===== src/rtl/rfcd_pkg.sv =====
// Shared constants, types and a helper function for the radiometer frame channel demux.
// It depends on nothing. Every module of the block imports it.
package rfcd_pkg;

	// Frame geometry.
	localparam int FRAME_BYTES       = 3375;
	localparam int SCANS_PER_LINE    = 30;
	localparam int SCAN_STRIDE_WORDS = 72;
	localparam int WORD_LIMIT        = (FRAME_BYTES * 8) / 12;

	// Word layout inside a scan block.
	localparam int WIDE_WORDS   = 36;
	localparam int NARROW_END   = 51;
	localparam int WIDE_PER_CH  = 6;
	localparam int NARROW_PER_CH = 3;
	localparam int NARROW_CH_BASE = 6;

	// Reset values of the configuration registers.
	localparam logic [2:0] BIT_OFFSET_RST   = 3'd5;
	localparam logic [7:0] HEADER_WORDS_RST = 8'd90;

	// Configuration register indexes.
	typedef enum logic {
		CFG_BIT_OFFSET   = 1'b0,
		CFG_HEADER_WORDS = 1'b1
	} cfg_idx_t;

	// One assembled 12-bit word from the unpacker.
	typedef struct packed {
		logic        valid;
		logic [11:0] word;
	} word_t;

	// One demultiplexed sample.
	typedef struct packed {
		logic        valid;
		logic [3:0]  channel;
		logic [15:0] line;
		logic [7:0]  pixel;
		logic [15:0] sample;
		logic        line_done;
	} result_t;

	// Reverse the bit order of a 12-bit word.
	function automatic logic [11:0] reverse12(input logic [11:0] v);
		logic [11:0] r;
		for (int b = 0; b < 12; b++) begin
			r[b] = v[11 - b];
		end
		return r;
	endfunction

endpackage


===== src/rtl/rfcd_unpack.sv =====
// Bit unpacker: inverts each byte, drops the leading frame bits and packs the rest
// MSB-first into 12-bit words. Depends on rfcd_pkg.
module rfcd_unpack
	import rfcd_pkg::*;
(
	input  logic       clk,
	input  logic       arst_n,
	input  logic       step,
	input  logic [7:0] data_byte,
	input  logic       frame_start,
	input  logic [2:0] bit_offset,
	output word_t      word_out
);

	logic [11:0] acc_q;
	logic [3:0]  held_q;
	logic [2:0]  skipped_q;

	logic [11:0] acc_c;
	logic [3:0]  held_c;
	logic [2:0]  skipped_c;
	logic [7:0]  inv_byte;
	logic [2:0]  skip_k;
	logic [3:0]  keep_n;
	logic [19:0] joined;
	logic [4:0]  total;
	logic [4:0]  extra;
	logic [3:0]  held_n;

	// A new frame starts from cleared state before the byte is used.
	always_comb begin
		acc_c     = frame_start ? 12'd0 : acc_q;
		held_c    = frame_start ? 4'd0 : held_q;
		skipped_c = frame_start ? 3'd0 : skipped_q;
	end

	// Skip the leading bits, then append the kept bits and cut a word when 12 are held.
	always_comb begin
		inv_byte = ~data_byte;
		skip_k   = (bit_offset > skipped_c) ? (bit_offset - skipped_c) : 3'd0;
		keep_n   = 4'd8 - {1'b0, skip_k};
		joined   = ({8'd0, acc_c} << keep_n) | {12'd0, inv_byte & (8'hFF >> skip_k)};
		total    = {1'b0, held_c} + {1'b0, keep_n};
		extra    = total - 5'd12;
		word_out.valid = (total >= 5'd12);
		word_out.word  = joined[extra[2:0] +: 12];
		held_n   = word_out.valid ? extra[3:0] : total[3:0];
	end

	// Unpacker state.
	always_ff @(posedge clk or negedge arst_n) begin
		if (!arst_n) begin
			acc_q     <= '0;
			held_q    <= '0;
			skipped_q <= '0;
		end else if (step) begin
			acc_q     <= joined[11:0];
			held_q    <= held_n;
			skipped_q <= skipped_c + skip_k;
		end
	end

endmodule


===== src/rtl/rfcd_map.sv =====
// Word demultiplexer: counts words through header and scan blocks and maps each
// kept word to channel, line and pixel. Depends on rfcd_pkg.
module rfcd_map
	import rfcd_pkg::*;
(
	input  logic       clk,
	input  logic       arst_n,
	input  logic       step,
	input  logic       frame_start,
	input  logic [7:0] header_words,
	input  word_t      word_in,
	output result_t    rslt
);

	logic [11:0] word_index_q;
	logic [4:0]  scan_index_q;
	logic [6:0]  word_in_scan_q;
	logic [15:0] line_count_q;

	logic [11:0] idx_c;
	logic [4:0]  scan_c;
	logic [6:0]  wis_c;
	logic        in_body;
	logic        wis_wrap;
	logic [2:0]  q6;
	logic [2:0]  rem6;
	logic [3:0]  t3;
	logic [2:0]  q3;
	logic [1:0]  rem3;
	logic [7:0]  pix;
	logic [3:0]  chan;
	logic        mapped;
	logic        last;

	// Per-frame counters restart at a frame start.
	always_comb begin
		idx_c  = frame_start ? 12'd0 : word_index_q;
		scan_c = frame_start ? 5'd0 : scan_index_q;
		wis_c  = frame_start ? 7'd0 : word_in_scan_q;
	end

	// Decide whether the word lies inside a scan block of the frame body.
	always_comb begin
		in_body = word_in.valid
			&& (idx_c < 12'(WORD_LIMIT))
			&& (idx_c >= {4'd0, header_words})
			&& (scan_c < 5'(SCANS_PER_LINE));
		wis_wrap = (wis_c >= 7'(SCAN_STRIDE_WORDS - 1));
	end

	// Channel and pixel from the word's place in its scan block.
	always_comb begin
		q6 = '0;
		for (int i = 1; i < 6; i++) begin
			q6 = q6 + 3'(wis_c >= 7'(WIDE_PER_CH * i));
		end
		rem6 = 3'(wis_c - 7'(q6) * 7'(WIDE_PER_CH));
		t3   = 4'(wis_c - 7'(WIDE_WORDS));
		q3   = '0;
		for (int i = 1; i < 5; i++) begin
			q3 = q3 + 3'(t3 >= 4'(NARROW_PER_CH * i));
		end
		rem3 = 2'(t3 - 4'(q3) * 4'(NARROW_PER_CH));
		mapped = 1'b1;
		if (wis_c < 7'(WIDE_WORDS)) begin
			chan = {1'b0, q6};
			// Pixel order is reversed inside each group of three.
			pix  = 8'(scan_c) * 8'd6
				+ ((rem6 < 3'd3) ? 8'(3'd2 - rem6) : 8'(3'd5 - rem6 + 3'd3));
		end else if (wis_c < 7'(NARROW_END)) begin
			chan = 4'(NARROW_CH_BASE) + {1'b0, q3};
			pix  = 8'(scan_c) * 8'd3 + 8'(2'd2 - rem3);
		end else begin
			chan   = '0;
			pix    = '0;
			mapped = 1'b0;
		end
		last = (scan_c == 5'(SCANS_PER_LINE - 1)) && (wis_c == 7'(NARROW_END - 1));
	end

	// Result for the output register.
	always_comb begin
		rslt.valid     = in_body && mapped;
		rslt.channel   = chan;
		rslt.line      = line_count_q;
		rslt.pixel     = pix;
		rslt.sample    = {reverse12(word_in.word), 4'd0};
		rslt.line_done = last;
	end

	// Word, scan and line counters.
	always_ff @(posedge clk or negedge arst_n) begin
		if (!arst_n) begin
			word_index_q   <= '0;
			scan_index_q   <= '0;
			word_in_scan_q <= '0;
			line_count_q   <= '0;
		end else if (step) begin
			if (word_in.valid && (idx_c != 12'hFFF)) begin
				word_index_q <= idx_c + 12'd1;
			end else begin
				word_index_q <= idx_c;
			end
			if (in_body) begin
				word_in_scan_q <= wis_wrap ? 7'd0 : wis_c + 7'd1;
				scan_index_q   <= wis_wrap ? scan_c + 5'd1 : scan_c;
			end else begin
				word_in_scan_q <= wis_c;
				scan_index_q   <= scan_c;
			end
			if (rslt.valid && last) begin
				line_count_q <= line_count_q + 16'd1;
			end
		end
	end

	// Channels never exceed the narrow channel range.
	a_chan_range: assert property (@(posedge clk) disable iff (!arst_n)
		rslt.valid |-> (rslt.channel <= 4'd10))
		else $error("channel out of range");

	// The last sample of a line always comes from the last narrow channel.
	a_last_chan: assert property (@(posedge clk) disable iff (!arst_n)
		(rslt.valid && rslt.line_done) |-> (rslt.channel == 4'd10))
		else $error("line end on wrong channel");

	// The line count only moves after a line-ending sample.
	a_line_hold: assert property (@(posedge clk) disable iff (!arst_n)
		!(step && rslt.valid && rslt.line_done) |=> $stable(line_count_q))
		else $error("line count moved without a line end");

endmodule


===== src/rtl/radiometer_frame_channel_demux_unit.sv =====
// Top level of the radiometer frame channel demux: configuration registers, input
// register and result register around rfcd_unpack and rfcd_map. Depends on rfcd_pkg.
//
//   group  direction  tdata                                      side band
//   s_*    in         [7:0] data_byte                            tuser: frame_start
//   m_*    out        [3:0] channel [19:4] line [27:20] pixel     tlast: line_done
//                     [43:28] sample, [47:44] zero
//   cfg_*  in         index 0 bit_offset, index 1 header_words   write only
//
// One byte is taken every cycle while the output is not stalled; a sample passes the input and result registers.
// The input register feeds the unpacker and word mapper combinationally into the result register.
// Reset clears all counters at once; there is no clearing pass.
// A stalled result holds the result register, and the input register waits behind it.
module radiometer_frame_channel_demux_unit
	import rfcd_pkg::*;
(
	input  logic        clk,
	input  logic        arst_n,
	input  logic        s_tvalid,
	output logic        s_tready,
	input  logic [7:0]  s_tdata,   // [7:0] data_byte
	input  logic        s_tuser,   // [0] frame_start
	output logic        m_tvalid,
	input  logic        m_tready,
	output logic [47:0] m_tdata,   // channel, line, pixel, sample, zero fill
	output logic        m_tlast,
	input  logic        cfg_we,
	input  logic        cfg_index,
	input  logic [7:0]  cfg_wdata
);

	logic [2:0]  bit_offset_q;
	logic [7:0]  header_words_q;
	logic        valid_s1;
	logic [7:0]  byte_s1;
	logic        fs_s1;
	logic        valid_s2;
	result_t     rslt_s2;
	logic        advance;
	word_t       word;
	result_t     rslt;

	// Configuration writes.
	always_ff @(posedge clk or negedge arst_n) begin
		if (!arst_n) begin
			bit_offset_q   <= BIT_OFFSET_RST;
			header_words_q <= HEADER_WORDS_RST;
		end else if (cfg_we) begin
			case (cfg_idx_t'(cfg_index))
				CFG_BIT_OFFSET:   bit_offset_q   <= cfg_wdata[2:0];
				CFG_HEADER_WORDS: header_words_q <= cfg_wdata;
				default: ;
			endcase
		end
	end

	// The held byte is processed whenever the result register has room.
	assign advance  = valid_s1 && (!valid_s2 || m_tready);
	assign s_tready = !valid_s1 || advance;

	// Input register.
	always_ff @(posedge clk or negedge arst_n) begin
		if (!arst_n) begin
			valid_s1 <= 1'b0;
		end else if (s_tready) begin
			valid_s1 <= s_tvalid;
		end
	end

	always_ff @(posedge clk) begin
		if (s_tready && s_tvalid) begin
			byte_s1 <= s_tdata;
			fs_s1   <= s_tuser;
		end
	end

	rfcd_unpack u_unpack (
		.clk         (clk),
		.arst_n      (arst_n),
		.step        (advance),
		.data_byte   (byte_s1),
		.frame_start (fs_s1),
		.bit_offset  (bit_offset_q),
		.word_out    (word)
	);

	rfcd_map u_map (
		.clk          (clk),
		.arst_n       (arst_n),
		.step         (advance),
		.frame_start  (fs_s1),
		.header_words (header_words_q),
		.word_in      (word),
		.rslt         (rslt)
	);

	// Result register.
	always_ff @(posedge clk or negedge arst_n) begin
		if (!arst_n) begin
			valid_s2 <= 1'b0;
		end else if (advance) begin
			valid_s2 <= rslt.valid;
		end else if (m_tready) begin
			valid_s2 <= 1'b0;
		end
	end

	always_ff @(posedge clk) begin
		if (advance) begin
			rslt_s2 <= rslt;
		end
	end

	assign m_tvalid = valid_s2;
	assign m_tdata  = {4'd0, rslt_s2.sample, rslt_s2.pixel, rslt_s2.line, rslt_s2.channel};
	assign m_tlast  = rslt_s2.line_done;

endmodule


===== config.mk =====
export PLATFORM = sky130hd
export DESIGN_NAME = radiometer_frame_channel_demux_unit
export DESIGN_NICKNAME = d
export VERILOG_FILES = /design/src/rtl/rfcd_pkg.sv /design/src/rtl/rfcd_unpack.sv /design/src/rtl/rfcd_map.sv /design/src/rtl/radiometer_frame_channel_demux_unit.sv
export SDC_FILE = /design/constraint.sdc
export NUM_CORES = 1
export LEC_CHECK = 0
export BUFFER_PORTS_ARGS = -buffer_cell sky130_fd_sc_hd__buf_2
export CAP_MARGIN = 0
export CORE_MARGIN = 4
export CORE_UTILIZATION = 51
export DETAILED_ROUTE_END_ITERATION = 12
export PLACE_DENSITY = 0.79
export SYNTH_ARGS = -nofsm -noshare
export SYNTH_HDL_FRONTEND = slang
export SYNTH_HIERARCHICAL = 1
export SYNTH_SLANG_ARGS = --single-unit

===== constraint.sdc =====
create_clock -name clk -period 6.2 [get_ports clk]
set_input_delay 0.31 -clock clk [delete_from_list [all_inputs] [get_ports clk]]
set_output_delay 0.31 -clock clk [all_outputs]
set_load 0.02 [all_outputs]

After elaboration in Yosys (flattened, before gate mapping)

Cells that the tools add are included.

Bitwise logic cells: 5
Multiply operators: 4
Reductions and logical operators: 18
Equality and inequality tests: 3
Muxes and demuxes: 22
Shift-type cells: 3
Add/sub/neg operators: 26
Magnitude comparators: 18

Operators with widths:

| kind                                                                   | count |
|---|---|
| 12-bit 2-to-1 mux                                                      | 3 |
| 8-bit 2-to-1 mux                                                       | 3 |
| 7-bit by 5-bit >= comparator with 1-bit output (second input constant) | 3 |
| 7-bit 2-to-1 mux                                                       | 3 |
| 20-bit by 8-bit bitwise OR with 20-bit output                          | 1 |
| 20-bit by 4-bit indexed part select with 12-bit output                 | 1 |
| 12-bit by 4-bit left shift with 20-bit output                          | 1 |
| 16-bit by 1-bit adder with 16-bit output (second input constant)       | 1 |
| 3-bit by 1-bit adder with 3-bit output                                 | 5 |
| 5-bit 2-to-1 mux                                                       | 3 |
| 7-bit by 6-bit < comparator with 1-bit output (second input constant)  | 2 |
| 5-bit by 2-bit multiplier with 7-bit output (second input constant)    | 2 |
| 12-bit by 1-bit adder with 12-bit output (second input constant)       | 1 |
| 12-bit by 8-bit >= comparator with 1-bit output                        | 1 |
| 12-bit < comparator (second input constant)                            | 1 |
| 3-bit 2-to-1 mux                                                       | 4 |
| 12-bit != test (second input constant)                                 | 1 |
| 1-bit logical AND                                                      | 9 |
| 7-bit by 8-bit adder with 8-bit output                                 | 1 |
| 8-bit by 2-bit adder with 8-bit output (second input constant)         | 1 |
| 8-bit adder                                                            | 1 |
| 8-bit bitwise AND                                                      | 1 |
| 4-bit >= comparator (second input constant)                            | 2 |
| 4-bit 2-to-1 mux                                                       | 2 |
| 35 further kinds                                                       | 46 |

Bits of input ports: 23
Output and inout port bits: 51
Word-level logic and storage cells: 118
Bits in registers: 122

Longest topological paths before layout

Gate-level depths: netlist of run 1.

Depth in word-level cells: 13
Mapped depth: 28
Mapped depth without buffers: 23

Hierarchy

Netlist of run 1, hierarchy kept.

Modules (own cells, without submodules):

| module                              | area each (um^2) | sequential area each (um^2) | cells each | instances |
|---|---|---|---|---|
| rfcd_map                            | 4,030.1          | 1,001.0                     | 475        | 1 |
| rfcd_unpack                         | 3,056.7          | 475.5                       | 385        | 1 |
| radiometer_frame_channel_demux_unit | 2,167.1          | 1,954.4                     | 92         | 1 |

Worst setup path before layout of run 1

OpenSTA, ideal clock, no wires.

Kind: register to register
Start: register fs_s1
End: register u_map.line_count_q[1]
Cell stages (with the launch flop): 26
Buffers on the path: 6
Required time: 6.075 ns
Data arrival time: 5.617 ns
Path slack: 0.458 ns
Cells stage by stage: edfxtp_1 > buf_2 > buf_2 > buf_2 > nor2b_1 > ha_1 > fa_1 > clkbuf_1 > or3_1 > ha_1 > ha_1 > ha_1 > xnor2_1 > inv_1 > clkbuf_1 > ha_1 > a21oi_1 > o21ai_0 > a31oi_1 > nand2_1 > o211ai_1 > nor2_1 > and2_1 > buf_6 > nand3_1 > mux2_2

RTL lines:

| what                     | line                                      | text |
|---|---|---|
| start: declaration       | radiometer_frame_channel_demux_unit.sv:36 | `logic fs_s1;` |
| start signal: assignment | radiometer_frame_channel_demux_unit.sv:73 | `fs_s1 <= s_tuser;` |
| end signal: assignment   | rfcd_map.sv:112                           | `line_count_q <= line_count_q + 16'd1;` |
| end: declaration         | rfcd_map.sv:18                            | `logic [15:0] line_count_q;` |

==> results.toml, run 1 <==
[run_status]
status = "complete, no violations"

[pwr]
p_leak_nw = 4.55
clkPwrFrac_pct = 16.1
power.density_mw_per_mm2 = 593
switching_share_pct = 46.4
vdd_drop_max_uv = 401
p_comb_share_pct = 63.4
switchingPower_mw = 2.80
seqPwrFrac_pct = 20.5
intPower_mw = 3.23
p_total_mw = 6.03

[routing]
route.met3.wl_um = 1560
met2_length_um = 10200
m1WireLength_um = 9960
dr.pass1.iters = 6
drt_iter0_markers = 731
wire_per_inst_um = 18.1
drtAntennaViolNets = 0
drt_wl_total_um = 22200
viasPerCell = 6.14
drcViolationCount = 0
highest_layer = "met4"
num_vias = 7509

[global_routing]
track_usage_pct = 22.0
grt_overflow = 0
grt_pass1_wl_um = 36200
antenna_found_initial = 0
grt_max_degree = 78
first_global_vias = 7217

[layout]
num_antenna_cells = 0
fillers = 1509
mostFrequentLayoutCell = "nand2_1"
most-common-layout-cells = "nand2_1 (82), nor2_1 (80), buf_2 (68), dfrtp_1 (66), edfxtp_1 (54)"
area_growth_syn_to_layout_pct = 9.86
fin_nets = 1074
drive_above_1_share_pct = 17.7
instances_no_fill = 1223

[clocking]
cts_buffer_depth = 2
post_cts_buffers = 0
cts_sinks = 126
cts_tree = "yes"
clk_pin_slew_ns = 0.06
cts_buffers = 17
htree_num_levels = 4
clkLatencyLatePin_ns = 0.42
cts-root-buf = "clkbuf_16"

[timing]
finalSetupViolations = 0
worst_pin_slew_ns = 1.14
skew_ns = 0.0113
maxSlewViolCount = 0
grt_setup_unrepaired = "false"
period_share_pct = 92.0
max_slew_margin_pct = 23.8
fin_ws_ns = 0.496
setup_tns_ns = 0
hold_viol_final = 0
period_minus_slack_ns = 5.70
fmax_mhz = 175

[yosys]
ys_seq_area_share_pct = 37.1
synth_edf_count = 54
syn_inst = 952
ys_seq_elements = 126
yosysWarnings = 6
syn_area_mm2 = 0.00925
avgSynthCellArea_um2 = 9.72
synthFlopType = "dfrtp_1"
synth_cell_type_count = 93
ys_async_sr_fraction_pct = 57.1

[critical_path]
rr_worst_depth = 22
cp_max_fo = 37
crit_type = "reg -> reg"
end_kind = "flop"
cp-start-kind = "flop"
r2r-end = "m_tdata[27]"
cp.arrival_ns = 5.82
r2r_start = "fs_s1"
worstPathRequired_ns = 6.31
reg2reg_slack_ns = 0.50

[min_path]
hold_path.class = "in -> async"

[die]
rows = 48
start_util_pct = 52.8
core_mm2 = 0.0175
pin_count = 74
die_area_mm2 = 0.0204
die_h_um = 143
die_w_um = 143

[placed_design]
gp_congestion = 0.951
dpl.hpwl_um = 15600
port_buffers = 69
dpl_worst_slack_ns = 0.560
dp.cells = 1191

[flow_run]
maxCapViolCount = 0
final cells by class:
cell class	instances	area (um2)	area share, %
clock inverter	11	108	1.06
clock buffer	21	470	4.63
timing repair buffer	84	460	4.53
sequential	126	3430	33.7
inverter	53	199	1.96
tap	225	282	2.77
multi-input combinational	703	5220	51.3
synth_stat cells, types with 8 or more instances:
master | number | area share, %
nand2_1 | 83 | 3.4
nor2b_1 | 26 | 1.8
xor2_1 | 28 | 2.7
nand4_1 | 16 | 1.1
buf_2 | 15 | 0.81
a31oi_1 | 11 | 0.74
o21ai_0 | 26 | 1.4
edfxtp_1 | 54 | 18
ha_1 | 52 | 7.0
and2_1 | 8 | 0.54
nor3_1 | 19 | 1.0
dfrtp_1 | 66 | 18
and3_1 | 12 | 0.81
nor2_1 | 80 | 3.2
xnor2_1 | 27 | 2.6
nor4_1 | 8 | 0.54
nand3_1 | 16 | 0.87
buf_4 | 25 | 2.0
a21o_1 | 10 | 0.81
o22ai_1 | 15 | 1.0
nand2b_1 | 9 | 0.61
a21oi_1 | 43 | 2.3
fa_1 | 14 | 3.0
inv_1 | 50 | 2.0
mux2i_1 | 24 | 2.6
clkbuf_1 | 30 | 1.2
o211ai_1 | 9 | 0.73
mux2_2 | 25 | 3.0
kinds of logic (layout without fill, tap and decap cells):
kind of cell,count (synthesis),in the layout,synth area share [%]
AO/OA/AOI/OAI,204,204,15.7
XOR/XNOR,57,57,5.71
adder cells (fa/ha/maj),66,66,10.1
buffers and inverters,129,169,6.85
flip-flops,126,126,37.1
multiplexers,56,56,7.34
other,2,8,0.0812
AND/OR/NAND/NOR,312,312,17.2
worst max path at each step:
stage	start	endpoint	slack [ns]
finish	fs_s1	m_tdata[27]	0.50
global route	fs_s1	u_map/line_count_q[1]	0.04
CTS	fs_s1	u_map/word_in_scan_q[0]	0.54
detailed placement	fs_s1	u_map/word_in_scan_q[0]	0.56
global placement	fs_s1	m_tdata[27]	0.69
floorplan	fs_s1	u_map/line_count_q[1]	0.46
metrics by stage:
| stage | util, % | instance area, um2 | hold WS, ns |
|---|---|---|---|
| final | 58.0 | 10200 | 0.0236 |
| after global routing | 58.0 | 10200 | 0.0514 |
| after global placement | 54.7 | 9590 | 0.455 |
| after detailed placement | 54.7 | 9590 | 0.468 |
| after CTS | 58.0 | 10200 | 0.0464 |
| after floorplan | - | 9280 | 0.0144 |
state kept, by name, indices dropped and copies added, names as in the netlist:
signal and cells:
m_tvalid 1, m_tdata 44, valid_s1 1, u_map/scan_index_q 5
u_unpack/held_q 4, u_unpack/acc_q 12, u_map/word_index_q 12, m_tlast 1
u_map/word_in_scan_q 7, u_unpack/skipped_q 3, fs_s1 1, u_map/line_count_q 16
byte_s1 8, bit_offset_q 3, header_words_q 8
critical path, stage by stage (launching register included):
cell and delay [ns]:
edfxtp_1 0.45, buf_4 0.29, nor2b_1 0.38, a21oi_1 0.16, fa_1 0.52, fa_1 0.42, inv_1 0.06, ha_1 0.24
xnor2_1 0.27, xnor3_2 0.37, inv_1 0.12, ha_1 0.25, nand2_1 0.08, nand2_1 0.12, xor2_1 0.09, ha_1 0.22
fa_1 0.41, a21o_1 0.19, a21oi_1 0.23, o21bai_1 0.10, a21oi_1 0.19, xnor2_1 0.14, o22ai_1 0.10
what timing repair did:
| action | in CTS | in global routing |
|---|---|---|
| endpoints found under the hold margin | 0 | 0 |
| gates resized for setup | 0 | 1 |
| setup endpoints to repair | 0 | 3 |
| hold buffers | 0 | 0 |
routing by layer:
layer	vias to the layer above	global-route usage, %
li1	3504	-
met5	-	0
met3	39	4.09
met1	3649	31.0
met4	0	7.85
met2	317	34.1
power by group through the flow:
stage               Sequential (mW)  Clock [mW]  Combinational [mW]
floorplan                      1.31           0                3.13
global placement               1.24           0                3.63
CTS                            1.24       0.988                3.72
global route                   1.26        1.02                4.14
detailed placement             1.25           0                3.68
finish                         1.24       0.971                3.82
Power figures use the tool's default switching activity.
==> run 2, diff against run 1 <==
--- a/config.mk
+++ b/config.mk
@@ -10,6 +10,7 @@
 export CORE_MARGIN = 4
 export CORE_UTILIZATION = 51
 export DETAILED_ROUTE_END_ITERATION = 12
+export HOLD_SLACK_MARGIN = 0.1
 export PLACE_DENSITY = 0.79
 export SYNTH_ARGS = -nofsm -noshare
 export SYNTH_HDL_FRONTEND = slang
==> results.toml, run 2 (synthesis results as in run 1) <==
[run_status]
status = "complete, no violations"

[critical_path]
worstPathCellList = "nor2b_1 -> ha_1 -> fa_1 -> or3_1 -> ha_1 -> ha_1 -> buf_4 -> xnor2_1 -> o21ai_0 -> xnor3_1 -> ha_1 -> a21oi_1 -> o21ai_0 -> a31oi_1 -> nand2_1 -> o211ai_1 -> nor2_1 -> and2_1 -> nand3_1 -> mux2_2"
cp_max_fo = 30
end_kind = "flop"
cp-start-kind = "flop"
crit_path_frequent_cell = "ha_1"
worst_path_max_delay_cell = "fa_1"
worstPathRequired_ns = 6.51
critPathTopFamily = "adder cells"
cp.arrival_ns = 6.01
crit_buf_inv = 1
crit_type = "reg -> reg"
cp_slowest_stage_delay_ns = 0.61

[routing]
drtAntennaViolNets = 0
viasPerCell = 6.11
drt_iter0_markers = 746
num_vias = 7537
drt_wl_total_um = 22100
drcViolationCount = 0
dr.pass1.iters = 5
wire_per_inst_um = 17.9

[placed_design]
port_buffers = 69
place_area_mm2 = 0.00959
dp.cells = 1191
dpl.hpwl_um = 15600
gp_congestion = 0.951

[clocking]
cts_tree = "yes"
cts_sinks = 126
clkLatencyLatePin_ns = 0.42
cts_buffer_depth = 2
cts-root-buf = "clkbuf_16"
clk_pin_slew_ns = 0.06
htree_num_levels = 4
cts_buffers = 17

[global_routing]
grtUsageMet2_pct = 34.4
grt_max_degree = 78
first_global_vias = 7273
grtUsageMet1_pct = 30.8
top_usage_layer = "met2"
track_usage_pct = 22.0
grt_overflow = 0
antenna_found_initial = 0
grt_pass1_wl_um = 36300
use_met3_pct = 4.12

[layout]
area_growth_syn_to_layout_pct = 11.0
instances_no_fill = 1234
fillers = 1496
num_antenna_cells = 0
stdcell_area_mm2 = 0.0103
fin_nets = 1085
mostFrequentLayoutCell = "nand2_1"
drive_above_1_share_pct = 17.5
largest_register_ffs = 44
most-common-layout-cells = "nand2_1 (82), nor2_1 (80), buf_2 (68), dfrtp_1 (66), edfxtp_1 (54)"
post-route-util_pct = 58.6

[pwr]
vdd_drop_max_uv = 397
clkPwrFrac_pct = 16.1
intPower_mw = 3.24
switching_share_pct = 46.3
p_comb_share_pct = 63.4
switchingPower_mw = 2.79
power.density_mw_per_mm2 = 586
p_leak_nw = 4.60
seqPwrFrac_pct = 20.6

[timing]
hold_viol_final = 0
max_slew_margin_pct = 23.0
skew_ns = 0.0107
period_minus_slack_ns = 5.71
grt_setup_unrepaired = "false"
period_share_pct = 92.0
maxSlewViolCount = 0
fmax_mhz = 175
setup_tns_ns = 0
worst_pin_slew_ns = 1.16
timing.hold.ws_ns = 0.120
finalSetupViolations = 0

[die]
pin_count = 74
rows = 48
die_h_um = 143
start_util_pct = 52.8
core_mm2 = 0.0175
die_area_mm2 = 0.0204
die_w_um = 143

[min_path]
hold_path.class = "in -> reg"

[flow_run]
maxCapViolCount = 0
## run 2: cell types whose count changed in the layout (fill, tap and decap cells not counted)
| cell | previous run | this run |
|---|---|---|
| dlygate4sd3_1 | 0 | 11 |
## run 2: through the flow
| stage | power (mW) | worst slack, ns |
|---|---|---|
| 2_1_floorplan | 4.44 | 0.458 |
| 3_3_place_gp | 4.87 | 0.690 |
| 3_5_place_dp | 4.93 | 0.560 |
| 4_1_cts | 5.95 | 0.539 |
| 5_1_grt | 6.42 | 0.0395 |
| 6_report | 6.02 | 0.494 |
## run 2: timing repair
action | 4_1_cts | 5_1_grt
hold buffers | 11 | 0
endpoints found under the hold margin | 76 | 0
resized for setup | 0 | 1
setup endpoints to repair | 0 | 3
setup buffers | 0 | 0
## run 2: power by group through the flow
stage	Combinational [mW]	Clock, mW	Sequential [mW]
final	3.82	0.968	1.24
after floorplan	3.13	0	1.31
after global routing	4.14	1.02	1.26
after CTS	3.72	0.988	1.24
after detailed placement	3.68	0	1.25
after global placement	3.63	0	1.24
## run 2: path summary, 6_finish.rpt
| kind | from | end | slack [ns] | cells after the start |
|---|---|---|---|---|
| worst max-delay path | fs_s1 | u_map/line_count_q[1] | 0.49 | 20 |
| worst min-delay path | cfg_wdata[4] | header_words_q[4] | 0.12 | 2 |
| worst max register to register | fs_s1 | u_map/line_count_q[1] | 0.49 | 20 |
| worst min register to register | u_map/line_count_q[15] | u_map/line_count_q[15] | 0.47 | 1 |
| max in group asynchronous | arst_n | u_unpack/acc_q[5] | 4.99 | 2 |
| min in group asynchronous | arst_n | bit_offset_q[1] | 0.55 | 2 |
## run 2: per-layer routing
layer	share of wire, %	wire [um]	vias to the layer above
met5	0	0	-
met4	1.8	406	0
met3	7.3	1610	37
met2	46	10200	370
met1	45	9920	3611
li1	-	-	3519
## run 2: layout make-up
class	instances	area (um2)	area share [%]
Sequential cell	126	3430	33.4
Tap cell	225	282	2.74
Clock inverter	11	108	1.05
Timing Repair Buffer	95	571	5.55
Clock buffer	21	470	4.58
Multi-Input combinational cell	703	5220	50.8
Inverter	53	199	1.94
